`config.mk`:
```
export PLATFORM = sky130hd
export DESIGN_NAME = oledcp_queue
export DESIGN_NICKNAME = d
export VERILOG_FILES = /design/src/rtl/core/oledcp_pkg.sv /design/src/rtl/core/oledcp_queue.sv
export SDC_FILE = /design/constraint.sdc
export NUM_CORES = 1
export LEC_CHECK = 0
export ABC_AREA = 0
export BUFFER_PORTS_ARGS = -buffer_cell sky130_fd_sc_hd__buf_4
export CORE_ASPECT_RATIO = 1.2
export CORE_MARGIN = 4
export CORE_UTILIZATION = 40
export DETAILED_ROUTE_END_ITERATION = 16
export HOLD_SLACK_MARGIN = 0.02
export PLACE_DENSITY = 0.62
export SKIP_CTS_REPAIR_TIMING = 1
export SYNTH_ARGS = -nofsm -noshare
export SYNTH_HDL_FRONTEND = slang
export SYNTH_SLANG_ARGS = --single-unit
```
`constraint.sdc`:
```
create_clock -name i_clk -period 4.6 [get_ports i_clk]
set_input_delay 0.46 -clock i_clk [delete_from_list [all_inputs] [get_ports i_clk]]
set_output_delay 0.46 -clock i_clk [all_outputs]
set_load 0.02 [all_outputs]
```
`src/rtl/core/oledcp_pkg.sv`:
```
// oledcp_pkg: shared types, command codes and reset values for the display
// command parser and display-ram writer. No dependencies.
package oledcp_pkg;

    localparam int COLUMNS_DEF   = 128;
    localparam int RAM_BYTES_DEF = 1024;
    localparam int QUEUE_DEPTH   = 4;
    localparam int QUEUE_AW      = $clog2(QUEUE_DEPTH);
    localparam int LIN_W         = 17;

    localparam logic [7:0] CMD_ADDR_MODE  = 8'h20;
    localparam logic [7:0] CMD_COL_RANGE  = 8'h21;
    localparam logic [7:0] CMD_PAGE_RANGE = 8'h22;
    localparam logic [7:0] CMD_CONTRAST   = 8'h81;
    localparam logic [7:0] CMD_PAGE_LO    = 8'hB0;
    localparam logic [7:0] CMD_PAGE_HI    = 8'hB7;
    localparam logic [7:0] CMD_CHARGE     = 8'h8D;
    localparam logic [7:0] CMD_MUX        = 8'hA8;
    localparam logic [7:0] CMD_OFFSET     = 8'hD3;
    localparam logic [7:0] CMD_CLKDIV     = 8'hD5;
    localparam logic [7:0] CMD_PRECHARGE  = 8'hD9;
    localparam logic [7:0] CMD_PINS       = 8'hDA;
    localparam logic [7:0] CMD_VCOM       = 8'hDB;
    localparam logic [7:0] CMD_NONE       = 8'h00;
    localparam logic [3:0] NIB_COL_LO     = 4'h0;
    localparam logic [3:0] NIB_COL_HI     = 4'h1;

    localparam logic [1:0] MODE_HORIZ = 2'd0;
    localparam logic [1:0] MODE_VERT  = 2'd1;
    localparam logic [1:0] MODE_PAGE  = 2'd2;
    localparam logic [1:0] MODE_OFF   = 2'd3;

    localparam logic [1:0] ARGS_NONE = 2'd0;
    localparam logic [1:0] ARGS_ONE  = 2'd1;
    localparam logic [1:0] ARGS_TWO  = 2'd2;

    localparam logic [7:0] COL_LIMIT_RST = 8'd127;
    localparam logic [7:0] PAGE_LIMIT_RST = 8'd7;
    localparam logic [7:0] CONTRAST_RST  = 8'd127;

    localparam int CTRL_MODE_BIT = 6;

    typedef enum logic [1:0] {
        KIND_READ,
        KIND_CTRL,
        KIND_DATA,
        KIND_CMD
    } t_kind;

    typedef struct packed {
        t_kind       kind;
        logic        last;
        logic [7:0]  byte_value;
        logic [9:0]  read_addr;
    } t_item;

endpackage

```
`src/rtl/core/oledcp_queue.sv`:
```
// oledcp_queue: short register fifo of classified beats between front and back.
// Depends on oledcp_pkg.
module oledcp_queue (
    input  logic                i_clk,
    input  logic                i_rst_n,
    input  logic                i_valid,
    output logic                o_ready,
    input  oledcp_pkg::t_item   i_item,
    output logic                o_valid,
    input  logic                i_ready,
    output oledcp_pkg::t_item   o_item
);

    localparam int DEPTH = oledcp_pkg::QUEUE_DEPTH;
    localparam int AW    = oledcp_pkg::QUEUE_AW;

    oledcp_pkg::t_item r_mem [DEPTH];
    logic [AW-1:0]     r_wptr, n_wptr;
    logic [AW-1:0]     r_rptr, n_rptr;
    logic [AW:0]       r_count, n_count;
    logic              push, pop;

    assign o_ready = (r_count < (AW+1)'(DEPTH));
    assign o_valid = (r_count != '0);
    assign o_item  = r_mem[r_rptr];
    assign push    = i_valid && o_ready;
    assign pop     = o_valid && i_ready;

    always_comb begin
        n_wptr  = push ? r_wptr + 1'b1 : r_wptr;
        n_rptr  = pop ? r_rptr + 1'b1 : r_rptr;
        n_count = r_count;
        if (push && !pop) begin
            n_count = r_count + 1'b1;
        end else if (pop && !push) begin
            n_count = r_count - 1'b1;
        end
    end

    always_ff @(posedge i_clk) begin
        if (push) begin
            r_mem[r_wptr] <= i_item;
        end
    end

    always_ff @(posedge i_clk) begin
        if (!i_rst_n) begin
            r_wptr  <= '0;
            r_rptr  <= '0;
            r_count <= '0;
        end else begin
            r_wptr  <= n_wptr;
            r_rptr  <= n_rptr;
            r_count <= n_count;
        end
    end

endmodule

```
==> impl_metrics.csv <==
group,metric,value,unit
job,drv_cap,0,
power,p_per_area,566,mW/mm^2
placement,dpl_worst_slack,2.26,ns
worst_setup_path,crit_fanout,21,
worst_setup_path,cp_cell_sequence,"mux4_2, buf_4",
synthesis,synth_seq_cells,93,
layout,final_nets,238,
synthesis,synth_warnings,0,
synthesis,synth_cell_types,19,
grt,overflow,0,
clock_tree,clockBufferDepth,2,
sta,max-slew-margin-rel,28.1,%
routing,drtIter0Drc,55,
layout,num_antenna_cells,0,
synthesis,syn_area_per_cell,22.8,sq um
worst_setup_path,critical-path-slowest-cell,"dfxtp_2",
placement,hpwlAfterDp,3340,um
clock_tree,cts.sinks,93,
sta,final-hold-violation-count,0,
floorplanning,core,0.00856,sq mm
synthesis,syn_nets,185,
worst_setup_path,critPathLaunchType,"flip-flop",
power,p_clk_share,26.6,%
worst_setup_path,cp-end-kind,"output pin",
layout,area_growth,20.1,%
sta,setup_tns,0,ns
worst_setup_path,timing.rr.start,"r_count[2]$_SDFFE_PN0P_",
synthesis,netlist_instances,154,
power,power_frac_comb,25.8,%
floorplanning,io_pins,48,
worst_setup_path,r2r-end,"r_count[2]$_SDFFE_PN0P_",
sta,setup_slack,2.17,ns
outcome,status,"finished, final reports clean",
synthesis,netlist_area,0.00351,sq mm
sta,setup_violations,0,
routing,detail-route-antenna-nets,0,
routing,drc_errors,0,
worst_setup_path,cp.required,4.14,ns
routing,first_pass_iters,3,
layout,multi_input_comb_area,758,sq um
sta,rsz0062_at_grt,"no",
worst_setup_path,critPathKind,"reg -> out",
clock_tree,cts_tree,"done",
synthesis,synthTopCellsByArea,"edfxtp_1 (72%), mux4_2 (13%), dfxtp_1 (5.1%)",
synthesis,synth_top_area_share,71.8,%
layout,seq_area,0.00270,sq mm
clock_tree,clock_latency,0.35,ns
worst_setup_path,worstPathArrival,1.97,ns
routing,wl,5240,um
routing,wire_per_inst,15.9,um
sta,period_needed,2.43,ns
grt,grt_first_pass_wirelength,8670,um
floorplanning,fp.dieH,111,um
clock_tree,root_buffer,"clkbuf_8",
power,p_int,1.73,mW
clock_tree,clkTransAtPathRegs,0.09,ns
worst_setup_path,critPathMaxStageDelay,0.82,ns
power,p_seq_share,47.6,%
routing,num_vias,1542,
sta,worst_slew_pin_slew,1.08,ns
sta,drv_slew,0,
power,p_leak,1.43,nW
worst_setup_path,reg2reg_depth,7,
placement,routabilityCongestion,0.685,
floorplanning,die_x,93.6,um
floorplanning,std_cell_rows,37,
sta,skew,0.00790,ns
synthesis,ys_seq_area_share,76.9,%
placement,io_buffers,47,
clock_tree,numCtsBuffers,9,
worst_setup_path,r2r_slack,2.42,ns
grt,grt_pass1_vias,1696,
sta,period_share,52.8,%
power,peakVddDrop,0.000263,V
clock_tree,htree_levels,3,
routing,vias_per_cell,4.69,
worst_setup_path,crit_end,"o_item[15]",
layout,fillers,720,
power,p_sw_share,27.5,%
hold_path,hold_class,"in -> reg",
floorplanning,dieArea,0.0104,sq mm
synthesis,synth_largest_area_cell,"edfxtp_1",
floorplanning,start_util,41.0,%
layout,layout-drive-gt1-share,41.0,%
power,power_switching,0.657,mW
sta,fmax,411,MHz
grt,antenna_found_initial,0,
grt,grt_use_total,11.2,%
grt,grt_start_max_net_pins,22,
-- metrics by stage --
| step | std cells | cell area (sq um) | hold slack, ns | util, % | total power [mW] |
|---|---|---|---|---|---|
| after detailed placement | 313 | 3980 | 0.562 | 46.4 | 1.79 |
| after global routing | 329 | 4220 | 0.278 | 49.3 | 2.52 |
| after floorplan | 154 | 3510 | 0.528 | - | 1.56 |
| after global placement | 313 | 3980 | 0.570 | 46.4 | 1.79 |
| final | 329 | 4220 | 0.304 | 49.3 | 2.39 |
| after CTS | 329 | 4220 | 0.288 | 49.3 | 2.43 |
-- area by class of cell --
class	instances	share of cell area [%]
tap	117	3.47
timing repair buffer	47	8.36
inverter	4	0.356
clock buffer	10	3.02
sequential	93	64.1
multi-input combinational	52	18.0
clock inverter	6	2.76
-- worst min path at each step --
stage | slack (ns) | end | from | cells after the start
2_1_floorplan | 0.53 | r_wptr[1]$_SDFFE_PN0P_ | r_wptr[1]$_SDFFE_PN0P_ | 2
3_3_place_gp | 0.57 | flip-flop | r_rptr[1]$_SDFFE_PN0P_ | 2
6_report | 0.30 | r_mem[3][16]$_DFFE_PP_ | i_item[16] | 1
4_1_cts | 0.29 | r_mem[1][16]$_DFFE_PP_ | i_item[16] | 1
3_5_place_dp | 0.56 | r_wptr[1]$_SDFFE_PN0P_ | r_wptr[1]$_SDFFE_PN0P_ | 2
5_1_grt | 0.28 | r_mem[1][16]$_DFFE_PP_ | i_item[16] | 1
-- Yosys cell counts --
master and count:
a21boi_0 1, and2_1 9, buf_2 3, buf_6 2
dfxtp_1 9, edfxtp_1 84, fa_1 1, ha_1 5
inv_1 4, mux2i_1 2, mux4_2 21, nor2b_1 3
o21ai_0 1, o311ai_2 1, o31ai_4 1, or3_1 1
or3_2 1, xnor2_1 4, xor2_1 1
-- metal layers --
metal	GRT usage, %	vias up	share of wire [%]	wire length [um]
met5	0	-	0	0
met2	19.0	36	53	2760
met1	13.2	769	40	2090
met4	4.62	0	1.6	82
met3	3.19	9	6.0	313
li1	-	728	-	-
-- cells by family (layout without fill, tap and decap cells) --
group,after synthesis,count (layout),share of synthesized area (%)
buffers and inverters,9,67,1.50
flip-flops,93,93,76.9
AND/OR/NAND/NOR,14,14,2.53
AO/OA/AOI/OAI,4,4,1.42
multiplexers,23,23,14.0
XOR/XNOR,5,5,1.25
adder cells (fa/ha/maj),6,6,2.35
-- power by group through the flow --
stage	clock (mW)	combinational, mW	sequential, mW
after global routing	0.694	0.663	1.16
after floorplan	0	0.472	1.09
after global placement	0	0.626	1.16
final	0.634	0.616	1.14
after detailed placement	0	0.629	1.17
after CTS	0.651	0.630	1.15
-- state kept, by name, summed over array words and instances (netlist names), named ones only --
signal,cells
r_count,3
r_mem,84
r_rptr,2
r_wptr,2
-- worst max-delay path, delay by kind of cell (launching register included) --
kind	cells	cell delay, ns
buffers and inverters	1	0.18
flip-flops	1	0.82
multiplexers	1	0.61
-- cell usage in the layout (no fill, tap or decap) --
| cell | synthesis | layout |
|---|---|---|
| ha_1 | 5 | 5 |
| xor2_1 | 1 | 1 |
| clkinv_4 | 0 | 1 |
| clkbuf_1 | 0 | 1 |
| dfxtp_1 | 9 | 8 |
| bufinv_16 | 0 | 3 |
| o31ai_4 | 1 | 1 |
| or3_2 | 1 | 1 |
| xnor2_1 | 4 | 4 |
| nor2b_1 | 3 | 3 |
| inv_6 | 0 | 2 |
| edfxtp_1 | 84 | 84 |
| buf_4 | 0 | 47 |
| a21boi_0 | 1 | 1 |
| o21ai_0 | 1 | 1 |
| o311ai_2 | 1 | 1 |
| or3_1 | 1 | 1 |
| clkbuf_8 | 0 | 9 |
| mux4_2 | 21 | 21 |
| fa_1 | 1 | 1 |
| and2_1 | 9 | 9 |
| inv_1 | 4 | 4 |
| dfxtp_2 | 0 | 1 |
| mux2i_1 | 2 | 2 |
Note: power is estimated with default switching activity, not from simulation.
