===== src/rtl/core/oledcp_pkg.sv =====
// oledcp_pkg: shared types, command codes and reset values for the display
// command parser and display-ram writer. No dependencies.
package oledcp_pkg;

    localparam int COLUMNS_DEF   = 128;
    localparam int RAM_BYTES_DEF = 1024;
    localparam int QUEUE_DEPTH   = 4;
    localparam int QUEUE_AW      = $clog2(QUEUE_DEPTH);
    localparam int LIN_W         = 17;

    localparam logic [7:0] CMD_ADDR_MODE  = 8'h20;
    localparam logic [7:0] CMD_COL_RANGE  = 8'h21;
    localparam logic [7:0] CMD_PAGE_RANGE = 8'h22;
    localparam logic [7:0] CMD_CONTRAST   = 8'h81;
    localparam logic [7:0] CMD_PAGE_LO    = 8'hB0;
    localparam logic [7:0] CMD_PAGE_HI    = 8'hB7;
    localparam logic [7:0] CMD_CHARGE     = 8'h8D;
    localparam logic [7:0] CMD_MUX        = 8'hA8;
    localparam logic [7:0] CMD_OFFSET     = 8'hD3;
    localparam logic [7:0] CMD_CLKDIV     = 8'hD5;
    localparam logic [7:0] CMD_PRECHARGE  = 8'hD9;
    localparam logic [7:0] CMD_PINS       = 8'hDA;
    localparam logic [7:0] CMD_VCOM       = 8'hDB;
    localparam logic [7:0] CMD_NONE       = 8'h00;
    localparam logic [3:0] NIB_COL_LO     = 4'h0;
    localparam logic [3:0] NIB_COL_HI     = 4'h1;

    localparam logic [1:0] MODE_HORIZ = 2'd0;
    localparam logic [1:0] MODE_VERT  = 2'd1;
    localparam logic [1:0] MODE_PAGE  = 2'd2;
    localparam logic [1:0] MODE_OFF   = 2'd3;

    localparam logic [1:0] ARGS_NONE = 2'd0;
    localparam logic [1:0] ARGS_ONE  = 2'd1;
    localparam logic [1:0] ARGS_TWO  = 2'd2;

    localparam logic [7:0] COL_LIMIT_RST = 8'd127;
    localparam logic [7:0] PAGE_LIMIT_RST = 8'd7;
    localparam logic [7:0] CONTRAST_RST  = 8'd127;

    localparam int CTRL_MODE_BIT = 6;

    typedef enum logic [1:0] {
        KIND_READ,
        KIND_CTRL,
        KIND_DATA,
        KIND_CMD
    } t_kind;

    typedef struct packed {
        t_kind       kind;
        logic        last;
        logic [7:0]  byte_value;
        logic [9:0]  read_addr;
    } t_item;

endpackage


===== src/rtl/core/oledcp_front.sv =====
// oledcp_front: accepts bus beats and classifies them as read, control, data or
// command, tracking the data/command mode. Depends on oledcp_pkg.
module oledcp_front (
    input  logic                i_clk,
    input  logic                i_rst_n,
    input  logic                i_valid,
    output logic                o_ready,
    input  logic                i_op,
    input  logic                i_first,
    input  logic                i_last,
    input  logic [7:0]          i_byte_value,
    input  logic [9:0]          i_read_addr,
    input  logic                i_q_ready,
    input  logic                i_busy,
    output logic                o_item_valid,
    output oledcp_pkg::t_item   o_item
);

    logic r_data_mode;
    logic n_data_mode;
    logic accept;

    assign o_ready      = i_q_ready && !i_busy;
    assign o_item_valid = i_valid && !i_busy;
    assign accept       = i_valid && o_ready;

    always_comb begin
        o_item.last       = i_last;
        o_item.byte_value = i_byte_value;
        o_item.read_addr  = i_read_addr;
        if (i_op) begin
            o_item.kind = oledcp_pkg::KIND_READ;
        end else if (i_first) begin
            o_item.kind = oledcp_pkg::KIND_CTRL;
        end else if (r_data_mode) begin
            o_item.kind = oledcp_pkg::KIND_DATA;
        end else begin
            o_item.kind = oledcp_pkg::KIND_CMD;
        end
    end

    always_comb begin
        n_data_mode = r_data_mode;
        if (accept && !i_op && i_first) begin
            n_data_mode = i_byte_value[oledcp_pkg::CTRL_MODE_BIT];
        end
    end

    always_ff @(posedge i_clk) begin
        if (!i_rst_n) begin
            r_data_mode <= 1'b0;
        end else begin
            r_data_mode <= n_data_mode;
        end
    end

endmodule


===== config.mk =====
export PLATFORM = sky130hd
export DESIGN_NAME = oledcp_front
export DESIGN_NICKNAME = d
export VERILOG_FILES = /design/src/rtl/core/oledcp_pkg.sv /design/src/rtl/core/oledcp_front.sv
export SDC_FILE = /design/constraint.sdc
export NUM_CORES = 1
export LEC_CHECK = 0
export BUFFER_PORTS_ARGS = -buffer_cell sky130_fd_sc_hd__buf_2
export CAP_MARGIN = 20
export CORE_AREA = 2 2 39 41
export DETAILED_ROUTE_END_ITERATION = 12
export DIE_AREA = 0 0 41 43
export PLACE_DENSITY = 0.66
export SYNTH_ARGS = -nofsm -noshare
export SYNTH_HDL_FRONTEND = slang
export SYNTH_SLANG_ARGS = --single-unit

===== constraint.sdc =====
create_clock -name i_clk -period 1 [get_ports i_clk]
set_clock_uncertainty 0.05 [all_clocks]
set_input_delay 0.1 -clock i_clk [delete_from_list [all_inputs] [get_ports i_clk]]
set_output_delay 0.1 -clock i_clk [all_outputs]
set_load 0.03 [all_outputs]

==> metrics.cfg, run 1 <==
[layout]
top_regs = r_data_mode: 1 flops
synthToLayoutAreaGrowth_pct = -27.8
largest_reg_flops = 1
regMostFlops = r_data_mode
final_nets = 50
num_antenna_cells = 0
regArea_um2 = 20.0
multiInputGateArea_um2 = 58.8
drive_above_1_share_pct = 63.6
fillers = 160

[power]
p_leak_nw = 0.0902
p_comb_share_pct = 59.7
power.share.clock_pct = 0
power.total_uw = 103
power.internal_uw = 65.9
ir_drop_uv = 121
swShare_pct = 35.9
p_sw_uw = 37.0
power_density_nw_per_um2 = 633
power_frac_seq_pct = 40.3

[logic_synthesis]
synth_ff_type = dfxtp_1
yosys.area.top_type_share_pct = 63.3
synth_seq_cells = 1
synth_cell_types = 10
synth_fp_nets = 55
async_flop_share_pct = 0
synthSimpleGateAreaFrac_pct = 19.4
synthAdderAreaFrac_pct = 0
ys_top_cells_by_area = buf_4 (63%), dfxtp_1 (8.9%), nor2b_4 (6.1%)
yosysTopAreaCell = buf_4
syn_inst = 29
synth-compound-area-share_pct = 2.22
synth_edf_count = 0
synth_top_family_by_area = buffers and inverters
synth_common_cells = buf_4 (19), nand2_1 (2)
yosys_warnings = 0
muxShareOfSynthArea_pct = 4.44
syn_area_um2 = 225
avgSynthCellArea_um2 = 7.77
yosysSeqAreaShare_pct = 8.89
synth.most_common_cell = buf_4
synth_xor_area_share_pct = 0

[die]
rows = 14
die-area_um2 = 1760
start_util_pct = 16.3
design.core.area_um2 = 1380
fp.dieW_um = 41
num_io_pins = 49
die_y_um = 43

[setup_path]
arrival_ps = 690
required_ps = 870
critical_path.top_delay_family = simple AND/OR/NAND/NOR gates
path_cells = buf_2 -> nor2b_4 -> and4b_1 -> mux2i_1
critPathMaxFanout = 2
crit_path_end_kind = register
crit_type = in2reg
cpMaxStageDelayCell = and4b_1
crit_buf_inv = 1
critPathLaunchType = input pin
slowest_delay_ps = 200

[global_route]
grt_pass1_wl_um = 351
grt_usage_pct = 2.70
grt_max_degree = 4
gr-total-overflow = 0
antenna_found_initial = 0
first_global_vias = 108

[clock_network]
cts_hold_buf = 0
clk_pin_slew_ps = 0
cts_resized = 0
cts_setup_buffers = 0
insertion_delay_ps = 0

[detailed_routing]
routed_wl_um = 284
drtPass1Iterations = 4
first_iter_violations = 1
viasPerCell = 3.13
route.detailed.drc = 0
wl_per_cell_um = 7.47
num_vias = 119
detail-route-antenna-nets = 0

[timing]
finalCritPeriodShare_pct = 82.0
slew_headroom_pct = 92.4
setup_viol = 0
fin_setup_tns_ps = 0
period_needed_ps = 820
max_freq_mhz = 1220
rsz0062_at_grt = no
hold_viol = 0
worstMarginPinSlew_ps = 111
slew_viol_final = 0

[min_path]
hp-class = in2out

[job]
cap_violations = 0

[placed_design]
place_congestion = 0.437
io_buffers = 12

[status]
status = finished, final reports clean

[cell usage in the layout (no fill, tap or decap)]
cell type | synthesis | layout
a21oi_1 | 1 | 1
and2b_2 | 1 | 1
and4b_1 | 1 | 1
buf_2 | 0 | 12
dfxtp_1 | 1 | 1
inv_1 | 1 | 1
mux2i_1 | 1 | 1
nand2_1 | 2 | 2
nor2_1 | 1 | 1
nor2b_4 | 1 | 1
[final cells by class]
type,instances,share of cell area (%)
Sequential cell,1,12.3
Inverter,1,2.31
Timing Repair Buffer,12,36.9
Multi-Input combinational cell,8,36.2
Tap cell,16,12.3
[cell families after synthesis]
| logic type | after synthesis |
|---|---|
| AO/OA/AOI/OAI | 1 |
| flip-flops | 1 |
| multiplexers | 1 |
| AND/OR/NAND/NOR | 6 |
| buffers and inverters | 20 |
[layer usage]
metal  vias up  part of all wire [%]  global-route usage [%]
met5         -                     0                       0
met4         0                   1.8                    1.33
met3         2                    20                    1.57
met2        11                    53                    6.25
met1        48                    24                   0.635
li1         58                     -                       -
[path summary, 6_finish.rpt]
kind / end / slack (ps) / cells after the start / start
worst max register to register: r_data_mode / 400 / 2 / r_data_mode
worst max-delay path: r_data_mode / 180 / 4 / i_busy
worst min-delay path: o_item[2] / 150 / 0 / i_read_addr[2]
worst min register to register: r_data_mode / 410 / 2 / r_data_mode
[per-stage QoR]
step | hold WS (ps) | area [um2] | util [%] | setup slack (ps) | cells
after CTS | 150 | 163 | 11.8 | 162 | 38
after detailed placement | 150 | 163 | 11.8 | 169 | 38
after global placement | 150 | 163 | 11.8 | 181 | 38
after floorplan | 192 | 225 | - | 76.1 | 29
after global routing | 150 | 163 | 11.8 | 143 | 38
final | 150 | 163 | 11.8 | 180 | 38
[power groups by stage]
stage	Combinational [mW]	Sequential (mW)	Clock, mW
after floorplan	0.172	0.0414	0
after global placement	0.0610	0.0415	0
after detailed placement	0.0621	0.0416	0
after CTS	0.0622	0.0416	0
after global routing	0.0681	0.0416	0
final	0.0614	0.0415	0
No activity file was read; power rests on OpenSTA's default activity.
==> run 2, diff against run 1 <==
==> constraint.sdc (replaced) <==
create_clock -name i_clk -period 0.8 [get_ports i_clk]
set_clock_uncertainty 0.05 [all_clocks]
set_input_delay 0.08 -clock i_clk [delete_from_list [all_inputs] [get_ports i_clk]]
set_output_delay 0.08 -clock i_clk [all_outputs]
set_load 0.03 [all_outputs]
==> run 2 against run 1 <==
Compared with the run above:
- combinational power up 37%
- die area unchanged
- critical endpoint unchanged
- cell count unchanged
- sequential power is 25% higher
- total power increased by 32%
- global-route usage is 0.30 points higher
- worst hold slack got worse by 40 ps
- utilization rose by 1.2 points
- via count grew 1.7%
- largest cell class unchanged
==> metrics.cfg, run 2 (synthesis results as in run 1) <==
[global_route]
grt_max_degree = 4  ; unchanged
busiest_layer = met2  ; unchanged
use_met1_pct = 3.17  ; was 0.635%
grt_usage_pct = 3.00  ; was 2.70%
gr-total-overflow = 0  ; unchanged
grtUsageMet3_pct = 2.09  ; was 1.57%
grt_pass1_wl_um = 386  ; was 351 um
first_global_vias = 116  ; was 108
use_met2_pct = 4.69  ; was 6.25%
antenna_found_initial = 0  ; unchanged

[detailed_routing]
route.detailed.drc = 0  ; unchanged
detail-route-antenna-nets = 0  ; unchanged
num_vias = 121  ; was 119
wl_per_cell_um = 8.42  ; was 7.47 um
routed_wl_um = 320  ; was 284 um
viasPerCell = 3.18  ; was 3.13
drtPass1Iterations = 4  ; unchanged
first_iter_violations = 2  ; was 1

[layout]
synthToLayoutAreaGrowth_pct = -20.6  ; was -27.8%
multiInputGateArea_um2 = 62.6  ; was 58.8 um2
largest_reg_flops = 1  ; unchanged
drive_above_1_share_pct = 68.2  ; was 63.6%
mostFrequentLayoutCells = buf_2 (10), nand2_1 (2), buf_6 (2)  ; was buf_2 (12), nand2_1 (2)
regMostFlops = r_data_mode  ; unchanged
final_common_cell = buf_2  ; unchanged
num_antenna_cells = 0  ; unchanged
top_regs = r_data_mode: 1 flops  ; unchanged
regArea_um2 = 20.0  ; unchanged
final_nets = 50  ; unchanged
fillers = 161  ; was 160

[die]
die_y_um = 43  ; unchanged
fp.dieW_um = 41  ; unchanged
design.core.area_um2 = 1380  ; unchanged
start_util_pct = 16.3  ; unchanged
rows = 14  ; unchanged
die-area_um2 = 1760  ; unchanged
num_io_pins = 49  ; unchanged

[timing]
period_needed_ps = 787
fin_setup_tns_ps = 0  ; unchanged
slew_viol_final = 0  ; unchanged
max_freq_mhz = 1270
setup_viol = 0  ; unchanged
hold_viol = 0  ; unchanged
rsz0062_at_grt = yes  ; was no
worstMarginPinSlew_ps = 124  ; was 111 ps
hold_slack_ps = 110  ; was 150 ps
finalCritPeriodShare_pct = 98.3
slew_headroom_pct = 91.5  ; was 92.4%

[setup_path]
crit_type = in2reg  ; unchanged
crit_path_end_kind = register  ; unchanged
critPathLaunchType = input pin  ; unchanged
critical_path.top_delay_family = simple AND/OR/NAND/NOR gates  ; unchanged
required_ps = 670  ; was 870 ps
cpMaxStageDelayCell = and4b_1  ; unchanged
path_cells = buf_6 -> nor2b_4 -> and4b_1 -> mux2i_1  ; was buf_2 -> nor2b_4 -> and4b_1 -> mux2i_1
critPathMaxFanout = 2  ; unchanged
slowest_delay_ps = 200  ; about the same
crit_buf_inv = 1  ; unchanged
arrival_ps = 660  ; was 690 ps

[job]
cap_violations = 0  ; unchanged

[power]
power_density_nw_per_um2 = 762  ; was 633 nW/um2
p_leak_nw = 0.0946  ; was 0.0902 nW
power.total_uw = 136  ; was 103 uW
ir_drop_uv = 204  ; was 121 uV

[status]
status = finished, final reports clean  ; unchanged

[clock_network]
insertion_delay_ps = 0  ; about the same
cts_setup_buffers = 0  ; unchanged
cts_hold_buf = 0  ; unchanged
clk_pin_slew_ps = 0  ; about the same

[min_path]
hp-class = in2out  ; unchanged

[placed_design]
io_buffers = 12  ; unchanged
place_congestion = 0.537  ; was 0.437

run 2: cell counts in the layout (fill, tap and decap cells not counted):
Identical to the previous run, type by type.
run 2: metrics by stage:
| stage | instance area [um2] | std cells | utilization (%) | worst slack [ps] |
|---|---|---|---|---|
| 2_1_floorplan | 229 | 29 | - | -19.9 |
| 3_3_place_gp | 166 | 38 | 12.0 | 3.14 |
| 3_5_place_dp | 166 | 38 | 12.0 | -23.3 |
| 4_1_cts | 179 | 38 | 12.9 | 2.43 |
| 5_1_grt | 179 | 38 | 12.9 | -53.4 |
| 6_report | 179 | 38 | 12.9 | 13.4 |
run 2: layout make-up:
cell class / instances / share of cell area [%]
inverters: 1 / 2.10
multi-input cells: 8 / 35.0
flip-flops and latches: 1 / 11.2
well taps: 16 / 11.2
repair buffers: 12 / 40.6
run 2: routing by layer:
metal,wire length (um),vias to the layer above
li1,-,57
met5,0,-
met1,122,49
met3,102,0
met4,0,0
met2,95,15
run 2: worst register-to-register path, stage by stage (launching register included):
cell and delay, ps:
dfxtp_1 320, nand2_1 60, mux2i_1 120
run 2: timing repair:
action / CTS / global route
setup endpoints to repair: 1 / 1
pin swaps: 1 / 0
resized for setup: 2 / 0
run 2: power breakdown:
group	total, mW	internal (mW)	switching [mW]
registers	0.0520	0.0516	0.000432
logic	0.0843	0.0374	0.0469
clock network	0	0	0
run 2: worst paths after layout:
kind | startpoint | end | slack (ps) | cells past startpoint
setup / recovery | i_busy | r_data_mode | 10 | 4
hold / removal | i_byte_value[3] | o_item[13] | 110 | 0
setup reg to reg | r_data_mode | r_data_mode | 170 | 2
hold reg to reg | r_data_mode | r_data_mode | 430 | 2
==> run 3, diff against run 2 <==
--- a/config.mk
+++ b/config.mk
@@ -10,7 +10,6 @@
 export CORE_AREA = 2 2 39 41
 export DETAILED_ROUTE_END_ITERATION = 12
 export DIE_AREA = 0 0 41 43
-export PLACE_DENSITY = 0.66
 export SYNTH_ARGS = -nofsm -noshare
 export SYNTH_HDL_FRONTEND = slang
 export SYNTH_SLANG_ARGS = --single-unit
==> run 3 against run 2 <==
Compared with the run above:
- final area stayed put
- sequential power hardly changed
- first-iteration DRC count is 50% lower
- via count is 5.8% higher
==> metrics.cfg, run 3 (synthesis results as in run 1) <==
[status]
status = finished, final reports clean  ; unchanged

[clock_network]
insertion_delay_ps = 0  ; about the same
cts_hold_buf = 0  ; unchanged
clk_pin_slew_ps = 0  ; about the same

[die]
fp.dieW_um = 41  ; unchanged
rows = 14  ; unchanged
design.core.area_um2 = 1380  ; unchanged
start_util_pct = 16.3  ; unchanged
num_io_pins = 49  ; unchanged
die_y_um = 43  ; unchanged
die-area_um2 = 1760  ; unchanged

[layout]
finish.utilization_pct = 12.9  ; unchanged
final_common_cell = buf_2  ; unchanged
regMostFlops = r_data_mode  ; unchanged
fillers = 161  ; unchanged
synthToLayoutAreaGrowth_pct = -20.6  ; unchanged
top_regs = r_data_mode: 1 flops  ; unchanged
mostFrequentLayoutCells = buf_2 (10), nand2_1 (2), buf_6 (2)  ; unchanged
largest_reg_flops = 1  ; unchanged
drive_above_1_share_pct = 68.2  ; unchanged
num_antenna_cells = 0  ; unchanged
final_nets = 50  ; unchanged

[detailed_routing]
route.detailed.drc = 0  ; unchanged
detail-route-antenna-nets = 0  ; unchanged
first_iter_violations = 1  ; was 2
drtPass1Iterations = 2  ; was 4
wl_per_cell_um = 10.3  ; was 8.42 um
viasPerCell = 3.37  ; was 3.18
num_vias = 128  ; was 121
routed_wl_um = 391  ; was 320 um

[power]
power.share.clock_pct = 0  ; about the same
ir_drop_uv = 199  ; was 204 uV
p_sw_uw = 49.4  ; was 47.3 uW
power_frac_seq_pct = 37.6  ; was 38.2%
power_density_nw_per_um2 = 773  ; was 762 nW/um2
swShare_pct = 35.7  ; was 34.7%
p_comb_share_pct = 62.4  ; was 61.8%
power.internal_uw = 89.0  ; was 88.9 uW
p_leak_nw = 0.0946  ; unchanged

[min_path]
hp-class = in2out  ; unchanged

[timing]
finalCritPeriodShare_pct = 98.8  ; was 98.3%
rsz0062_at_grt = yes  ; unchanged
hold_viol = 0  ; unchanged
period_needed_ps = 790  ; was 787 ps
fin_setup_tns_ps = 0  ; unchanged
slew_headroom_pct = 91.8  ; was 91.5%
worstMarginPinSlew_ps = 120  ; was 124 ps
slew_viol_final = 0  ; unchanged
max_freq_mhz = 1270  ; about the same
setup_viol = 0  ; unchanged
fin_ws_ps = 9.90  ; was 13.4 ps

[global_route]
gr-total-overflow = 0  ; unchanged
first_global_vias = 114  ; was 116
grt_pass1_wl_um = 469  ; was 386 um
grt_max_degree = 4  ; unchanged
antenna_found_initial = 0  ; unchanged
grt_usage_pct = 3.60  ; was 3.00%

[setup_path]
critPathLaunchType = input pin  ; unchanged
required_ps = 670  ; about the same
critPathMaxFanout = 2  ; unchanged
crit_path_end_kind = register  ; unchanged
crit_type = in2reg  ; unchanged
arrival_ps = 660  ; about the same
rrSetupSlack_ps = 170  ; about the same

[placed_design]
pre_cts_ws_ps = -11.9  ; was -23.3 ps
place_congestion = 0.608  ; was 0.537
io_buffers = 12  ; unchanged

[job]
cap_violations = 0  ; unchanged

run 3: cell counts in the layout (fill, tap and decap cells not counted):
Identical to the previous run, type by type.
run 3: power groups by stage:
stage                     clock network, mW  registers, mW  logic, mW
final                                     0         0.0520     0.0864
after global routing                      0         0.0521     0.0943
after CTS                                 0         0.0520     0.0832
after detailed placement                  0         0.0520     0.0801
after global placement                    0         0.0520     0.0801
after floorplan                           0         0.0519      0.216
run 3: what timing repair did:
action	in CTS	in global routing
buffers inserted	0	0
setup endpoints to repair	1	1
pin swaps	1	0
gates resized for setup	1	1
run 3: worst paths after layout:
kind / to / from / cells after the start
max: r_data_mode / i_busy / 4
min: o_item[2] / i_read_addr[2] / 0
max reg2reg: r_data_mode / r_data_mode / 2
min reg2reg: r_data_mode / r_data_mode / 2
run 3: worst max-delay path, cell delays in order:
cell     delay [ps]
buf_6           100
nor2b_4         100
and4b_1         200
mux2i_1         180
run 3: routing by layer:
layer | global-route usage [%] | part of all wire (%) | vias to the layer above
met1 | 3.17 | 31 | 54
met3 | 3.66 | 27 | 0
met2 | 5.94 | 42 | 17
met4 | 0 | 0 | 0
met5 | 0 | 0 | -
li1 | - | - | 57
run 3: area by class of cell:
class	instances	area [um2]	share of cell area, %
multi-input combinational	8	62.6	35.0
inverter	1	3.75	2.10
sequential	1	20.0	11.2
tap	16	20.0	11.2
timing repair buffer	12	72.6	40.6
run 3: per-stage QoR:
| stage | hold WS, ps | area (um2) | cells | power [mW] |
|---|---|---|---|---|
| after CTS | 110 | 173 | 38 | 0.135 |
| after detailed placement | 110 | 166 | 38 | 0.132 |
| after floorplan | 152 | 229 | 29 | 0.268 |
| final | 110 | 179 | 38 | 0.138 |
| after global placement | 110 | 166 | 38 | 0.132 |
| after global routing | 110 | 179 | 38 | 0.146 |
